**config.mk**
```make
export PLATFORM = sky130hd
export DESIGN_NAME = control_packet_tlv_parser_top_flat
export DESIGN_NICKNAME = d
export VERILOG_FILES = /design/src/rtl/ctlp_pkg.sv /design/src/rtl/ctlp_if.sv /design/src/rtl/ctlp_parser.sv /design/src/rtl/ctlp_out_fifo.sv /design/src/rtl/control_packet_tlv_parser_top.sv /design/src/flat_wrapper.sv
export SDC_FILE = /design/constraint.sdc
export NUM_CORES = 1
export LEC_CHECK = 0
export BUFFER_PORTS_ARGS = -buffer_cell sky130_fd_sc_hd__buf_2
export CORE_UTILIZATION = 30
export CTS_CLUSTER_SIZE = 30
export DETAILED_ROUTE_END_ITERATION = 6
export PLACE_DENSITY = 0.5
export SYNTH_ARGS = -nofsm -noshare
export SYNTH_HDL_FRONTEND = slang
export SYNTH_SLANG_ARGS = --single-unit
```
**constraint.sdc**
```tcl
create_clock -name clk_i -period 13.7 [get_ports clk_i]
set_clock_uncertainty 0.1 [all_clocks]
set_input_delay 2.74 -clock clk_i [delete_from_list [all_inputs] [get_ports clk_i]]
set_output_delay 2.74 -clock clk_i [all_outputs]
set_load 0.02 [all_outputs]
```
**src/rtl/ctlp_pkg.sv**
```systemverilog
// ----------------------------------------------------------------------------
// Control packet parser package
// Types, state encodings and byte codes shared by the parser modules.
// ----------------------------------------------------------------------------
package ctlp_pkg;

  // Packet layout codes
  localparam logic [7:0] CTRL_START = 8'd2;
  localparam logic [7:0] CTRL_END   = 8'd3;
  localparam logic [7:0] TAG_SIZE   = 8'd0;
  localparam logic [7:0] TAG_NAME   = 8'd1;

  // Characters seen by the decimal size reader
  localparam logic [7:0] CH_SPACE = 8'h20;
  localparam logic [7:0] CH_TAB   = 8'h09;
  localparam logic [7:0] CH_CR    = 8'h0D;
  localparam logic [7:0] CH_PLUS  = 8'h2B;
  localparam logic [7:0] CH_MINUS = 8'h2D;
  localparam logic [7:0] CH_ZERO  = 8'h30;
  localparam logic [7:0] CH_NINE  = 8'h39;

  // Only this many bytes of the size text are examined
  localparam logic [4:0] SIZE_TEXT_MAX = 5'd31;

  // Saturation bounds of the size magnitude, at the width of the product
  localparam int unsigned PROD_W = 52;
  localparam logic [PROD_W-1:0] MAG_POS = 52'h0_7FFF_FFFF_FFFF;
  localparam logic [PROD_W-1:0] MAG_NEG = 52'h0_8000_0000_0000;

  localparam logic [8:0] NAME_LIMIT_RST = 9'd256;
  localparam logic [7:0] NAME_MAX       = 8'd255;

  // Result item kinds and packet types
  localparam logic       KIND_NAME  = 1'b0;
  localparam logic       KIND_SUMM  = 1'b1;
  localparam logic [1:0] PT_ERROR   = 2'd0;

  // Output queue
  localparam int unsigned FIFO_DEPTH = 4;
  localparam int unsigned PTR_W      = $clog2(FIFO_DEPTH);
  localparam int unsigned CNT_W      = $clog2(FIFO_DEPTH + 1);

  typedef enum logic [2:0] {
    PH_CTRL = 3'd0,
    PH_TAG0 = 3'd1,
    PH_LEN0 = 3'd2,
    PH_SIZE = 3'd3,
    PH_TAG1 = 3'd4,
    PH_LEN1 = 3'd5,
    PH_NAME = 3'd6,
    PH_TAIL = 3'd7
  } phase_e;

  typedef enum logic [1:0] {
    NP_BLANK  = 2'd0,
    NP_DIGITS = 2'd1,
    NP_DONE   = 2'd2
  } num_phase_e;

  typedef struct packed {
    logic               result_kind;
    logic [7:0]         name_char;
    logic [1:0]         packet_type;
    logic signed [47:0] file_size;
    logic [7:0]         name_length;
    logic               last_result;
  } res_t;

  // Results raised by one accepted byte: a name byte, a summary, or both
  typedef struct packed {
    logic name_vld;
    logic summ_vld;
    res_t name_res;
    res_t summ_res;
  } push_t;

endpackage

```
**src/rtl/ctlp_if.sv**
```systemverilog
// ----------------------------------------------------------------------------
// Control packet parser channels
// Valid/ready channels for packet bytes in and result items out.
// ----------------------------------------------------------------------------
interface ctlp_in_if;
  logic       valid;
  logic       ready;
  logic [7:0] packet_byte;
  logic       is_last;

  modport source (output valid, output packet_byte, output is_last, input ready);
  modport sink   (input valid, input packet_byte, input is_last, output ready);
endinterface

interface ctlp_out_if;
  logic               valid;
  logic               ready;
  logic               result_kind;
  logic [7:0]         name_char;
  logic [1:0]         packet_type;
  logic signed [47:0] file_size;
  logic [7:0]         name_length;
  logic               last_result;

  modport source (output valid, output result_kind, output name_char,
                  output packet_type, output file_size, output name_length,
                  output last_result, input ready);
  modport sink   (input valid, input result_kind, input name_char,
                  input packet_type, input file_size, input name_length,
                  input last_result, output ready);
endinterface

```
**src/rtl/ctlp_parser.sv**
```systemverilog
// ----------------------------------------------------------------------------
// Control packet parser core
// Holds the per-packet parse state and turns each accepted byte into
// zero, one or two result items.
// ----------------------------------------------------------------------------
module ctlp_parser (
  input  logic           clk_i,
  input  logic           rst_ni,
  input  logic           accept_i,
  input  logic [7:0]     byte_i,
  input  logic           last_i,
  input  logic [8:0]     name_limit_i,
  output ctlp_pkg::push_t push_o
);
  import ctlp_pkg::*;

  phase_e     phase_q, phase_d;
  num_phase_e nphase_q, nphase_d;
  logic [7:0]  left_q, left_d;
  logic [1:0]  kind_q, kind_d;
  logic [47:0] acc_q, acc_d;
  logic        neg_q, neg_d;
  logic [4:0]  taken_q, taken_d;
  logic [7:0]  emitted_q, emitted_d;
  logic        err_q, err_d;

  logic              is_blank, is_digit, is_sign;
  logic [PROD_W-1:0] prod, lim;
  logic              ok;
  logic [47:0]       mag;

  assign is_blank = (byte_i == CH_SPACE) || ((byte_i >= CH_TAB) && (byte_i <= CH_CR));
  assign is_digit = (byte_i >= CH_ZERO) && (byte_i <= CH_NINE);
  assign is_sign  = (byte_i == CH_PLUS) || (byte_i == CH_MINUS);

  // Ten times the magnitude plus the new digit, as two shifted adds.
  assign prod = {1'b0, acc_q, 3'b000} + {3'b000, acc_q, 1'b0} + {48'd0, byte_i[3:0]};
  assign lim  = neg_q ? MAG_NEG : MAG_POS;

  always_comb begin
    phase_d   = phase_q;
    nphase_d  = nphase_q;
    left_d    = left_q;
    kind_d    = kind_q;
    acc_d     = acc_q;
    neg_d     = neg_q;
    taken_d   = taken_q;
    emitted_d = emitted_q;
    err_d     = err_q;
    push_o    = '0;
    ok        = 1'b0;
    mag       = '0;

    push_o.name_res.result_kind = KIND_NAME;
    push_o.name_res.name_char   = byte_i;

    if (!err_q) begin
      case (phase_q)
        PH_CTRL: begin
          if ((byte_i == CTRL_START) || (byte_i == CTRL_END)) begin
            kind_d  = byte_i[1:0] - 2'd1;
            phase_d = PH_TAG0;
          end else begin
            err_d = 1'b1;
          end
        end
        PH_TAG0: begin
          if (byte_i == TAG_SIZE) phase_d = PH_LEN0;
          else err_d = 1'b1;
        end
        PH_LEN0: begin
          left_d  = byte_i;
          phase_d = (byte_i != 8'd0) ? PH_SIZE : PH_TAG1;
        end
        PH_SIZE: begin
          if (taken_q < SIZE_TEXT_MAX) begin
            taken_d = taken_q + 5'd1;
            case (nphase_q)
              NP_BLANK: begin
                if (is_blank) begin
                  nphase_d = NP_BLANK;
                end else if (is_sign) begin
                  neg_d    = (byte_i == CH_MINUS);
                  nphase_d = NP_DIGITS;
                end else if (is_digit) begin
                  nphase_d = NP_DIGITS;
                  acc_d    = (prod > lim) ? lim[47:0] : prod[47:0];
                end else begin
                  nphase_d = NP_DONE;
                end
              end
              NP_DIGITS: begin
                if (is_digit) acc_d = (prod > lim) ? lim[47:0] : prod[47:0];
                else nphase_d = NP_DONE;
              end
              default: begin
                nphase_d = nphase_q;
              end
            endcase
          end
          left_d = left_q - 8'd1;
          if (left_q == 8'd1) phase_d = PH_TAG1;
        end
        PH_TAG1: begin
          if (byte_i == TAG_NAME) phase_d = PH_LEN1;
          else err_d = 1'b1;
        end
        PH_LEN1: begin
          left_d  = byte_i;
          phase_d = (byte_i != 8'd0) ? PH_NAME : PH_TAIL;
        end
        PH_NAME: begin
          if ((({1'b0, emitted_q} + 9'd1) < name_limit_i) && (emitted_q != NAME_MAX)) begin
            push_o.name_vld = 1'b1;
            emitted_d       = emitted_q + 8'd1;
          end
          left_d = left_q - 8'd1;
          if (left_q == 8'd1) phase_d = PH_TAIL;
        end
        default: begin
          phase_d = phase_q;
        end
      endcase
    end

    if (last_i) begin
      ok  = !err_d && (phase_d == PH_TAIL);
      mag = neg_d ? (48'd0 - acc_d) : acc_d;
      push_o.summ_vld                 = 1'b1;
      push_o.summ_res.result_kind     = KIND_SUMM;
      push_o.summ_res.packet_type     = ok ? kind_d : PT_ERROR;
      push_o.summ_res.file_size       = ok ? signed'(mag) : 48'sd0;
      push_o.summ_res.name_length     = emitted_d;
      push_o.summ_res.last_result     = 1'b1;
      // The summary closes the packet: everything returns to its reset value.
      phase_d   = PH_CTRL;
      nphase_d  = NP_BLANK;
      left_d    = '0;
      kind_d    = '0;
      acc_d     = '0;
      neg_d     = 1'b0;
      taken_d   = '0;
      emitted_d = '0;
      err_d     = 1'b0;
    end

    if (!accept_i) begin
      push_o.name_vld = 1'b0;
      push_o.summ_vld = 1'b0;
    end
  end

  always_ff @(posedge clk_i or negedge rst_ni) begin
    if (!rst_ni) begin
      phase_q   <= PH_CTRL;
      nphase_q  <= NP_BLANK;
      left_q    <= '0;
      kind_q    <= '0;
      acc_q     <= '0;
      neg_q     <= 1'b0;
      taken_q   <= '0;
      emitted_q <= '0;
      err_q     <= 1'b0;
    end else if (accept_i) begin
      phase_q   <= phase_d;
      nphase_q  <= nphase_d;
      left_q    <= left_d;
      kind_q    <= kind_d;
      acc_q     <= acc_d;
      neg_q     <= neg_d;
      taken_q   <= taken_d;
      emitted_q <= emitted_d;
      err_q     <= err_d;
    end
  end

  a_clear_after_last: assert property (@(posedge clk_i) disable iff (!rst_ni)
    accept_i && last_i |=> (phase_q == PH_CTRL) && !err_q && (emitted_q == 8'd0))
    else $error("parse state not cleared after the final byte of a packet");

  a_mag_bound: assert property (@(posedge clk_i) disable iff (!rst_ni)
    {4'd0, acc_q} <= MAG_NEG)
    else $error("size magnitude beyond the saturation bound");

  a_name_only_in_name: assert property (@(posedge clk_i) disable iff (!rst_ni)
    push_o.name_vld |-> (phase_q == PH_NAME) && !err_q && (emitted_q != NAME_MAX))
    else $error("name byte item raised outside the name field");

endmodule

```
**src/rtl/ctlp_out_fifo.sv**
```systemverilog
// ----------------------------------------------------------------------------
// Control packet parser result queue
// Small register queue that takes up to two result items per cycle and
// presents one per cycle on the output channel while the receiver is ready.
// ----------------------------------------------------------------------------
module ctlp_out_fifo (
  input  logic            clk_i,
  input  logic            rst_ni,
  input  ctlp_pkg::push_t push_i,
  output logic            space_o,
  ctlp_out_if.source      res_o
);
  import ctlp_pkg::*;

  res_t             mem_q [FIFO_DEPTH];
  logic [PTR_W-1:0] wr_ptr_q, wr_ptr_d, rd_ptr_q, rd_ptr_d;
  logic [CNT_W-1:0] cnt_q, cnt_d;
  logic             pop;
  logic [1:0]       n_push;
  res_t             first_res;
  res_t             head;

  assign n_push    = {1'b0, push_i.name_vld} + {1'b0, push_i.summ_vld};
  assign first_res = push_i.name_vld ? push_i.name_res : push_i.summ_res;
  assign pop       = res_o.valid && res_o.ready;

  // Room for the worst case of one byte: a name item and a summary.
  assign space_o = (cnt_q <= CNT_W'(FIFO_DEPTH - 2));

  assign wr_ptr_d = wr_ptr_q + PTR_W'(n_push);
  assign rd_ptr_d = rd_ptr_q + PTR_W'(pop);
  assign cnt_d    = cnt_q + CNT_W'(n_push) - CNT_W'(pop);

  always_ff @(posedge clk_i or negedge rst_ni) begin
    if (!rst_ni) begin
      wr_ptr_q <= '0;
      rd_ptr_q <= '0;
      cnt_q    <= '0;
    end else begin
      wr_ptr_q <= wr_ptr_d;
      rd_ptr_q <= rd_ptr_d;
      cnt_q    <= cnt_d;
    end
  end

  always_ff @(posedge clk_i) begin
    if (n_push != 2'd0) mem_q[wr_ptr_q] <= first_res;
    if (n_push == 2'd2) mem_q[wr_ptr_q + PTR_W'(1)] <= push_i.summ_res;
  end

  assign head              = mem_q[rd_ptr_q];
  assign res_o.valid       = (cnt_q != '0);
  assign res_o.result_kind = head.result_kind;
  assign res_o.name_char   = head.name_char;
  assign res_o.packet_type = head.packet_type;
  assign res_o.file_size   = head.file_size;
  assign res_o.name_length = head.name_length;
  assign res_o.last_result = head.last_result;

  a_no_overflow: assert property (@(posedge clk_i) disable iff (!rst_ni)
    cnt_q <= CNT_W'(FIFO_DEPTH))
    else $error("result queue overflow");

  a_count_tracks: assert property (@(posedge clk_i) disable iff (!rst_ni)
    (n_push == 2'd0) && !pop |=> $stable(cnt_q))
    else $error("result queue count moved without a push or pop");

endmodule

```
**src/rtl/control_packet_tlv_parser_top.sv**
```systemverilog
// ----------------------------------------------------------------------------
// Control packet TLV parser
// Parses a control packet byte by byte, streams out the name bytes and
// gives a summary item with the packet type and decoded size.
// ----------------------------------------------------------------------------
// Usage: packet bytes enter on pkt_i, one byte per item, with is_last high
// on the final byte. Results leave on res_o: a name byte item while the name
// field passes (fewer of them than the name limit, and at most 255), and a
// summary item with last_result high for the final byte. cfg_we_i/cfg_wdata_i
// set the name limit (reset 256); the user must write them only while the
// block is idle, as the block itself does not enforce it. Each accepted byte
// is parsed in the cycle it is taken, and its result items wait in order in
// a four-entry result queue. One byte is accepted every cycle while the
// queue has room for two items; a byte that ends the name field and the
// packet at once raises two items, which leave the queue one at a time. A
// stalled receiver fills the queue and then pkt_i.ready falls, with no item
// lost. Reset clears parse state, empties the queue, restores the name limit.
// ----------------------------------------------------------------------------
module control_packet_tlv_parser_top (
  input  logic       clk_i,
  input  logic       rst_ni,
  ctlp_in_if.sink    pkt_i,
  ctlp_out_if.source res_o,
  input  logic       cfg_we_i,
  input  logic [8:0] cfg_wdata_i
);
  import ctlp_pkg::*;

  logic       accept;
  logic       space;
  logic [8:0] name_limit_q;
  push_t      push;

  assign pkt_i.ready = space;
  assign accept      = pkt_i.valid && space;

  always_ff @(posedge clk_i or negedge rst_ni) begin
    if (!rst_ni) begin
      name_limit_q <= NAME_LIMIT_RST;
    end else if (cfg_we_i) begin
      name_limit_q <= cfg_wdata_i;
    end
  end

  ctlp_parser u_parser (
    .clk_i        (clk_i),
    .rst_ni       (rst_ni),
    .accept_i     (accept),
    .byte_i       (pkt_i.packet_byte),
    .last_i       (pkt_i.is_last),
    .name_limit_i (name_limit_q),
    .push_o       (push)
  );

  ctlp_out_fifo u_out_fifo (
    .clk_i   (clk_i),
    .rst_ni  (rst_ni),
    .push_i  (push),
    .space_o (space),
    .res_o   (res_o)
  );

endmodule
```
**src/flat_wrapper.sv**
```systemverilog
// flat-port wrapper written by rule: the top's interface ports become plain ports
module control_packet_tlv_parser_top_flat import ctlp_pkg::*;
  (clk_i, rst_ni, cfg_we_i, cfg_wdata_i, pkt_i_valid, pkt_i_packet_byte, pkt_i_is_last, pkt_i_ready, res_o_valid, res_o_result_kind, res_o_name_char, res_o_packet_type, res_o_file_size, res_o_name_length, res_o_last_result, res_o_ready);
  ctlp_in_if pkt_i_i ();
  ctlp_out_if res_o_i ();
  input  logic clk_i;
  input  logic rst_ni;
  input  logic cfg_we_i;
  input  logic [8:0] cfg_wdata_i;
  input wire logic [$bits(pkt_i_i.valid)-1:0] pkt_i_valid;
  input wire logic [$bits(pkt_i_i.packet_byte)-1:0] pkt_i_packet_byte;
  input wire logic [$bits(pkt_i_i.is_last)-1:0] pkt_i_is_last;
  output wire logic [$bits(pkt_i_i.ready)-1:0] pkt_i_ready;
  output wire logic [$bits(res_o_i.valid)-1:0] res_o_valid;
  output wire logic [$bits(res_o_i.result_kind)-1:0] res_o_result_kind;
  output wire logic [$bits(res_o_i.name_char)-1:0] res_o_name_char;
  output wire logic [$bits(res_o_i.packet_type)-1:0] res_o_packet_type;
  output wire logic [$bits(res_o_i.file_size)-1:0] res_o_file_size;
  output wire logic [$bits(res_o_i.name_length)-1:0] res_o_name_length;
  output wire logic [$bits(res_o_i.last_result)-1:0] res_o_last_result;
  input wire logic [$bits(res_o_i.ready)-1:0] res_o_ready;
  assign pkt_i_i.valid = pkt_i_valid;
  assign pkt_i_i.packet_byte = pkt_i_packet_byte;
  assign pkt_i_i.is_last = pkt_i_is_last;
  assign pkt_i_ready = pkt_i_i.ready;
  assign res_o_valid = res_o_i.valid;
  assign res_o_result_kind = res_o_i.result_kind;
  assign res_o_name_char = res_o_i.name_char;
  assign res_o_packet_type = res_o_i.packet_type;
  assign res_o_file_size = res_o_i.file_size;
  assign res_o_name_length = res_o_i.name_length;
  assign res_o_last_result = res_o_i.last_result;
  assign res_o_i.ready = res_o_ready;
  control_packet_tlv_parser_top u_core (.clk_i(clk_i), .rst_ni(rst_ni), .pkt_i(pkt_i_i), .res_o(res_o_i), .cfg_we_i(cfg_we_i), .cfg_wdata_i(cfg_wdata_i));
endmodule
```
==> key figures <==
Outcome
  – Outcome: finished clean

Synth
  – Compound-Gate Fraction of Synth Area: 0.163
  – Ys async rst share: 0.260
  – Syn Nets: 2422
  – EDFF count, synth: 236
  – Mux cell area share after synthesis: 0.0683
  – Count of different cell masters after synthesis: 98
  – Post-Synth XOR/XNOR Area: 0.0380
  – Synth Area in Simple Gates: 0.159
  – Ys Warns: 0
  – Synth Area in Adders: 0.0947
  – Largest family of logic cells by synthesized area: compound AO/OA/AOI/OAI gates
  – Post-Syn Area per Cell: between 10 and 15 sq um
  – Gate Count Post-Synth: roughly 2200
  – Yosys reg bits: between 300 and 400
  – Main synth FF type: edfxtp_1
  – Post-synthesis sequential area ratio: 0.441
  – Cell Area, Synth: 0.0228 sq mm

Clocking
  – Maximum root-to-sink buffer count: 3
  – Worst-skew pair later-pin latency: 0.57 ns
  – CTS tree: yes
  – Post-cts resize count: 0
  – H-tree depth: 2
  – Root Buffer: clkbuf_16
  – Post-CTS Setup Inserts: 0
  – CTS Hold Bufs: 0
  – CTS buffer count: 40
  – CTS Sinks: 362
  – CTS clk-pin slew, worst paths: 0.06 ns

Critical path
  – Critical path depth in cells: 28
  – Worst path bufs/invs: 2
  – Crit path kind: input port to flop
  – CP Capture Type: flop
  – Critical Path AT: 11.46 ns
  – Critical path's slowest cell: nor4bb_1
  – Startpoint class of the critical path: input port
  – Origin of the critical flop-to-flop path: u_core.u_parser.acc_q[23]$_DFFE_PN0P_
  – Req. time, crit path: 13.87 ns
  – CP Max Fanout: 12
  – Worst Setup SP: pkt_i_packet_byte[3]
  – Setup crit end: u_core.u_out_fifo.mem_q[1][51]$_DFFE_PP_
  – CP delay by family, top: simple AND/OR/NAND/NOR gates
  – Largest stage delay, worst path: 0.82 ns
  – R2R setup slack: 4.15 ns
  – Reg2Reg Depth: 26
  – Worst r2r dst: u_core.u_out_fifo.mem_q[1][51]$_DFFE_PP_

Global route
  – Largest net degree at the start of global routing: 69
  – First-pass GRT wire length: 106 mm
  – Number of global-route vias before repair: between 15000 and 20000
  – Grt ovf: 0
  – Initial antenna violation count: 0
  – Total GRT Usage: 0.176

Drt
  – Post-route DRC: 0
  – Iter 0 DRT Violations: 1457
  – WL met1: 32.5 mm
  – Number of vias per cell: between 5 and 6
  – Met3 WL post-DR: roughly 3.4 mm
  – DR WL met2: 31.4 mm
  – Top routing layer in use: met4
  – Routed len/inst: 21.0 um
  – Vias: about 18000
  – Remaining antenna violation count: 0
  – Aggregate routed wire length: between 60 and 70 mm
  – TritonRoute pass-1 iters: 5

Floorplanning
  – Die W: 278 um
  – Chip height: 278 um
  – Initial Util: 0.305
  – Die area: 0.0772 sq mm
  – Std cell rows: 100
  – Ports: 93
  – Core Region: about 0.075 sq mm

Timing
  – Final hold viol count: 0
  – RSZ-0062 raised after global routing: no
  – Setup violations, final: 0
  – Setup TNS: 0 ns
  – Final period utilization: 0.824
  – Slew margin rel.: 0.215
  – FMAX: 88.6 MHz
  – Minimum clock period: 11.29 ns
  – Slew of the pin with the lowest slew margin: 1.17 ns
  – Final Max Tran Viols: 0

Job
  – Max-Cap Viols: 0

Placement
  – Area after DPL: between 0.02 and 0.025 sq mm
  – RD Place Congestion: roughly 0.91
  – DP HPWL: 47.9 mm
  – Port-buffer cells: 92

Layout
  – Most common cell after layout, fill and taps aside: nor2_1
  – Final instance area: about 0.026 sq mm
  – # diodes: 0
  – Synth-to-Final Area Change: 11.7%
  – Share of layout cells above drive strength 1: 0.136
  – Commonest cells after routing, fill and taps aside: 341 x nor2_1, 236 x edfxtp_1, 168 x ha_1, 167 x nand2_1, 139 x a21oi_1
  – Post-layout util: 0.340
  – Final #Nets: 2457

Power
  – Leakage power: 9.84 nW
  – Ratio of total power to cell area: 149 mW/mm^2
  – Worst VDD drop: 91.2 uV
  – Total power: 3.80 mW

Min path
  – Worst hold-check path type: flop to flop
-- routing by layer --
layer,vias to the layer above,global-route usage
met5,-,0
met4,0,0.0384
met3,68,0.0200
met2,487,0.285
met1,8943,0.251
li1,8412,-
-- through the flow --
step	hold slack [ns]	std cells	setup WS, ns
floorplan	0.344	2228	3.91
global placement	0.357	3190	2.16
detailed placement	0.362	3190	1.79
CTS	0.380	3261	2.33
global route	0.391	3261	1.71
finish	0.378	3261	2.41
-- area by class of cell --
cell class,instances,area [sq um]
Inverter,68,255
Fill cell,7548,49400
Multi-Input combinational cell,1667,12000
Tap cell,969,1210
Sequential cell,362,10100
Clock buffer,50,1070
Timing Repair Buffer,124,703
Clock inverter,21,193
-- state kept, by name, summed over array words and instances, names as in the netlist --
register / cells
u_core.u_out_fifo.wr_ptr_q: 2
u_core.u_parser.err_q: 1
u_core.u_parser.taken_q: 5
u_core.u_parser.kind_q: 2
u_core.u_parser.left_q: 8
u_core.u_out_fifo.mem_q: 268
u_core.u_out_fifo.cnt_q: 3
u_core.u_out_fifo.rd_ptr_q: 2
u_core.u_parser.acc_q: 48
u_core.name_limit_q: 9
u_core.u_parser.phase_q: 3
u_core.u_parser.nphase_q: 2
u_core.u_parser.emitted_q: 8
u_core.u_parser.neg_q: 1
-- cell families (layout without fill, tap and decap cells) --
| family | after synthesis | in the layout |
|---|---|---|
| compound gates | 550 | 550 |
| flops | 362 | 362 |
| xor+xnor | 99 | 99 |
| buf+inv | 199 | 263 |
| simple gates | 775 | 775 |
| mux | 72 | 72 |
| fa+ha+maj | 171 | 171 |
-- where the power goes --
group | internal, mW | total, mW | switching [mW]
Combinational | 0.488 | 1.37 | 0.878
Sequential | 1.25 | 1.38 | 0.126
Clock | 0.598 | 1.06 | 0.460
-- worst reg2reg max path, stage by stage, from the launching register on --
cell	delay [ns]
dfrtp_1	0.49
ha_1	0.35
ha_1	0.43
a21oi_1	0.23
o21ai_0	0.19
or4_1	0.52
o22ai_1	0.52
o21ai_0	0.24
a21boi_0	0.39
mux2i_1	0.23
o2111ai_1	0.19
ha_1	0.35
nand4_1	0.10
or3_1	0.43
or4_1	0.47
a21oi_1	0.27
or3_1	0.43
o21ai_1	0.34
a32oi_1	0.48
ha_1	0.24
inv_1	0.04
a221oi_1	0.26
nor4bb_1	0.82
nand4_2	0.38
nor4_1	0.38
o21ai_0	0.21
nor3b_1	0.19
-- synth_stat cells (all sizes together) (8+ instances only) --
master / n / area share
a21o: 22 / 0.0073
mux4: 67 / 0.066
o41ai: 13 / 0.0079
inv: 66 / 0.011
a211oi: 18 / 0.0061
and3: 11 / 0.0030
nand4: 42 / 0.013
nor3b: 11 / 0.0036
edfxtp: 236 / 0.31
and2: 18 / 0.0049
o21bai: 8 / 0.0026
xnor2: 47 / 0.018
nand3: 45 / 0.0099
clkbuf: 99 / 0.016
ha: 168 / 0.092
nor4: 20 / 0.0077
a21oi: 142 / 0.031
o21ai: 126 / 0.028
xor2: 52 / 0.020
or4: 9 / 0.0030
nand2b: 10 / 0.0027
dfxtp: 32 / 0.028
o31ai: 16 / 0.0055
nor3: 42 / 0.0096
o211ai: 16 / 0.0055
dfrtp: 93 / 0.10
a31oi: 32 / 0.0090
o21a: 18 / 0.0060
nor2: 343 / 0.056
and4: 9 / 0.0035
or3: 18 / 0.0049
or2: 8 / 0.0022
nand2: 171 / 0.028
a22o: 54 / 0.021
a21boi: 10 / 0.0033
buf: 32 / 0.0078
-- how the worst min path moves through the flow --
stage	from	endpoint	slack (ns)	depth (start not counted)
finish	u_core.u_out_fifo.mem_q[1][61]$_SDFFE_PP0P_	u_core.u_out_fifo.mem_q[1][61]$_SDFFE_PP0P_	0.38	1
global route	u_core.u_out_fifo.mem_q[3][66]$_SDFFE_PP0P_	u_core.u_out_fifo.mem_q[3][66]$_SDFFE_PP0P_	0.39	1
CTS	u_core.u_out_fifo.mem_q[2][65]$_SDFFE_PP0P_	u_core.u_out_fifo.mem_q[2][65]$_SDFFE_PP0P_	0.38	1
detailed placement	u_core.u_out_fifo.mem_q[2][65]$_SDFFE_PP0P_	u_core.u_out_fifo.mem_q[2][65]$_SDFFE_PP0P_	0.36	1
global placement	u_core.u_out_fifo.mem_q[1][66]$_SDFFE_PP0P_	u_core.u_out_fifo.mem_q[1][66]$_SDFFE_PP0P_	0.36	1
floorplan	u_core.u_out_fifo.mem_q[1][59]$_SDFFE_PP0P_	u_core.u_out_fifo.mem_q[1][59]$_SDFFE_PP0P_	0.34	1
No activity file was read; power rests on OpenSTA's default activity.
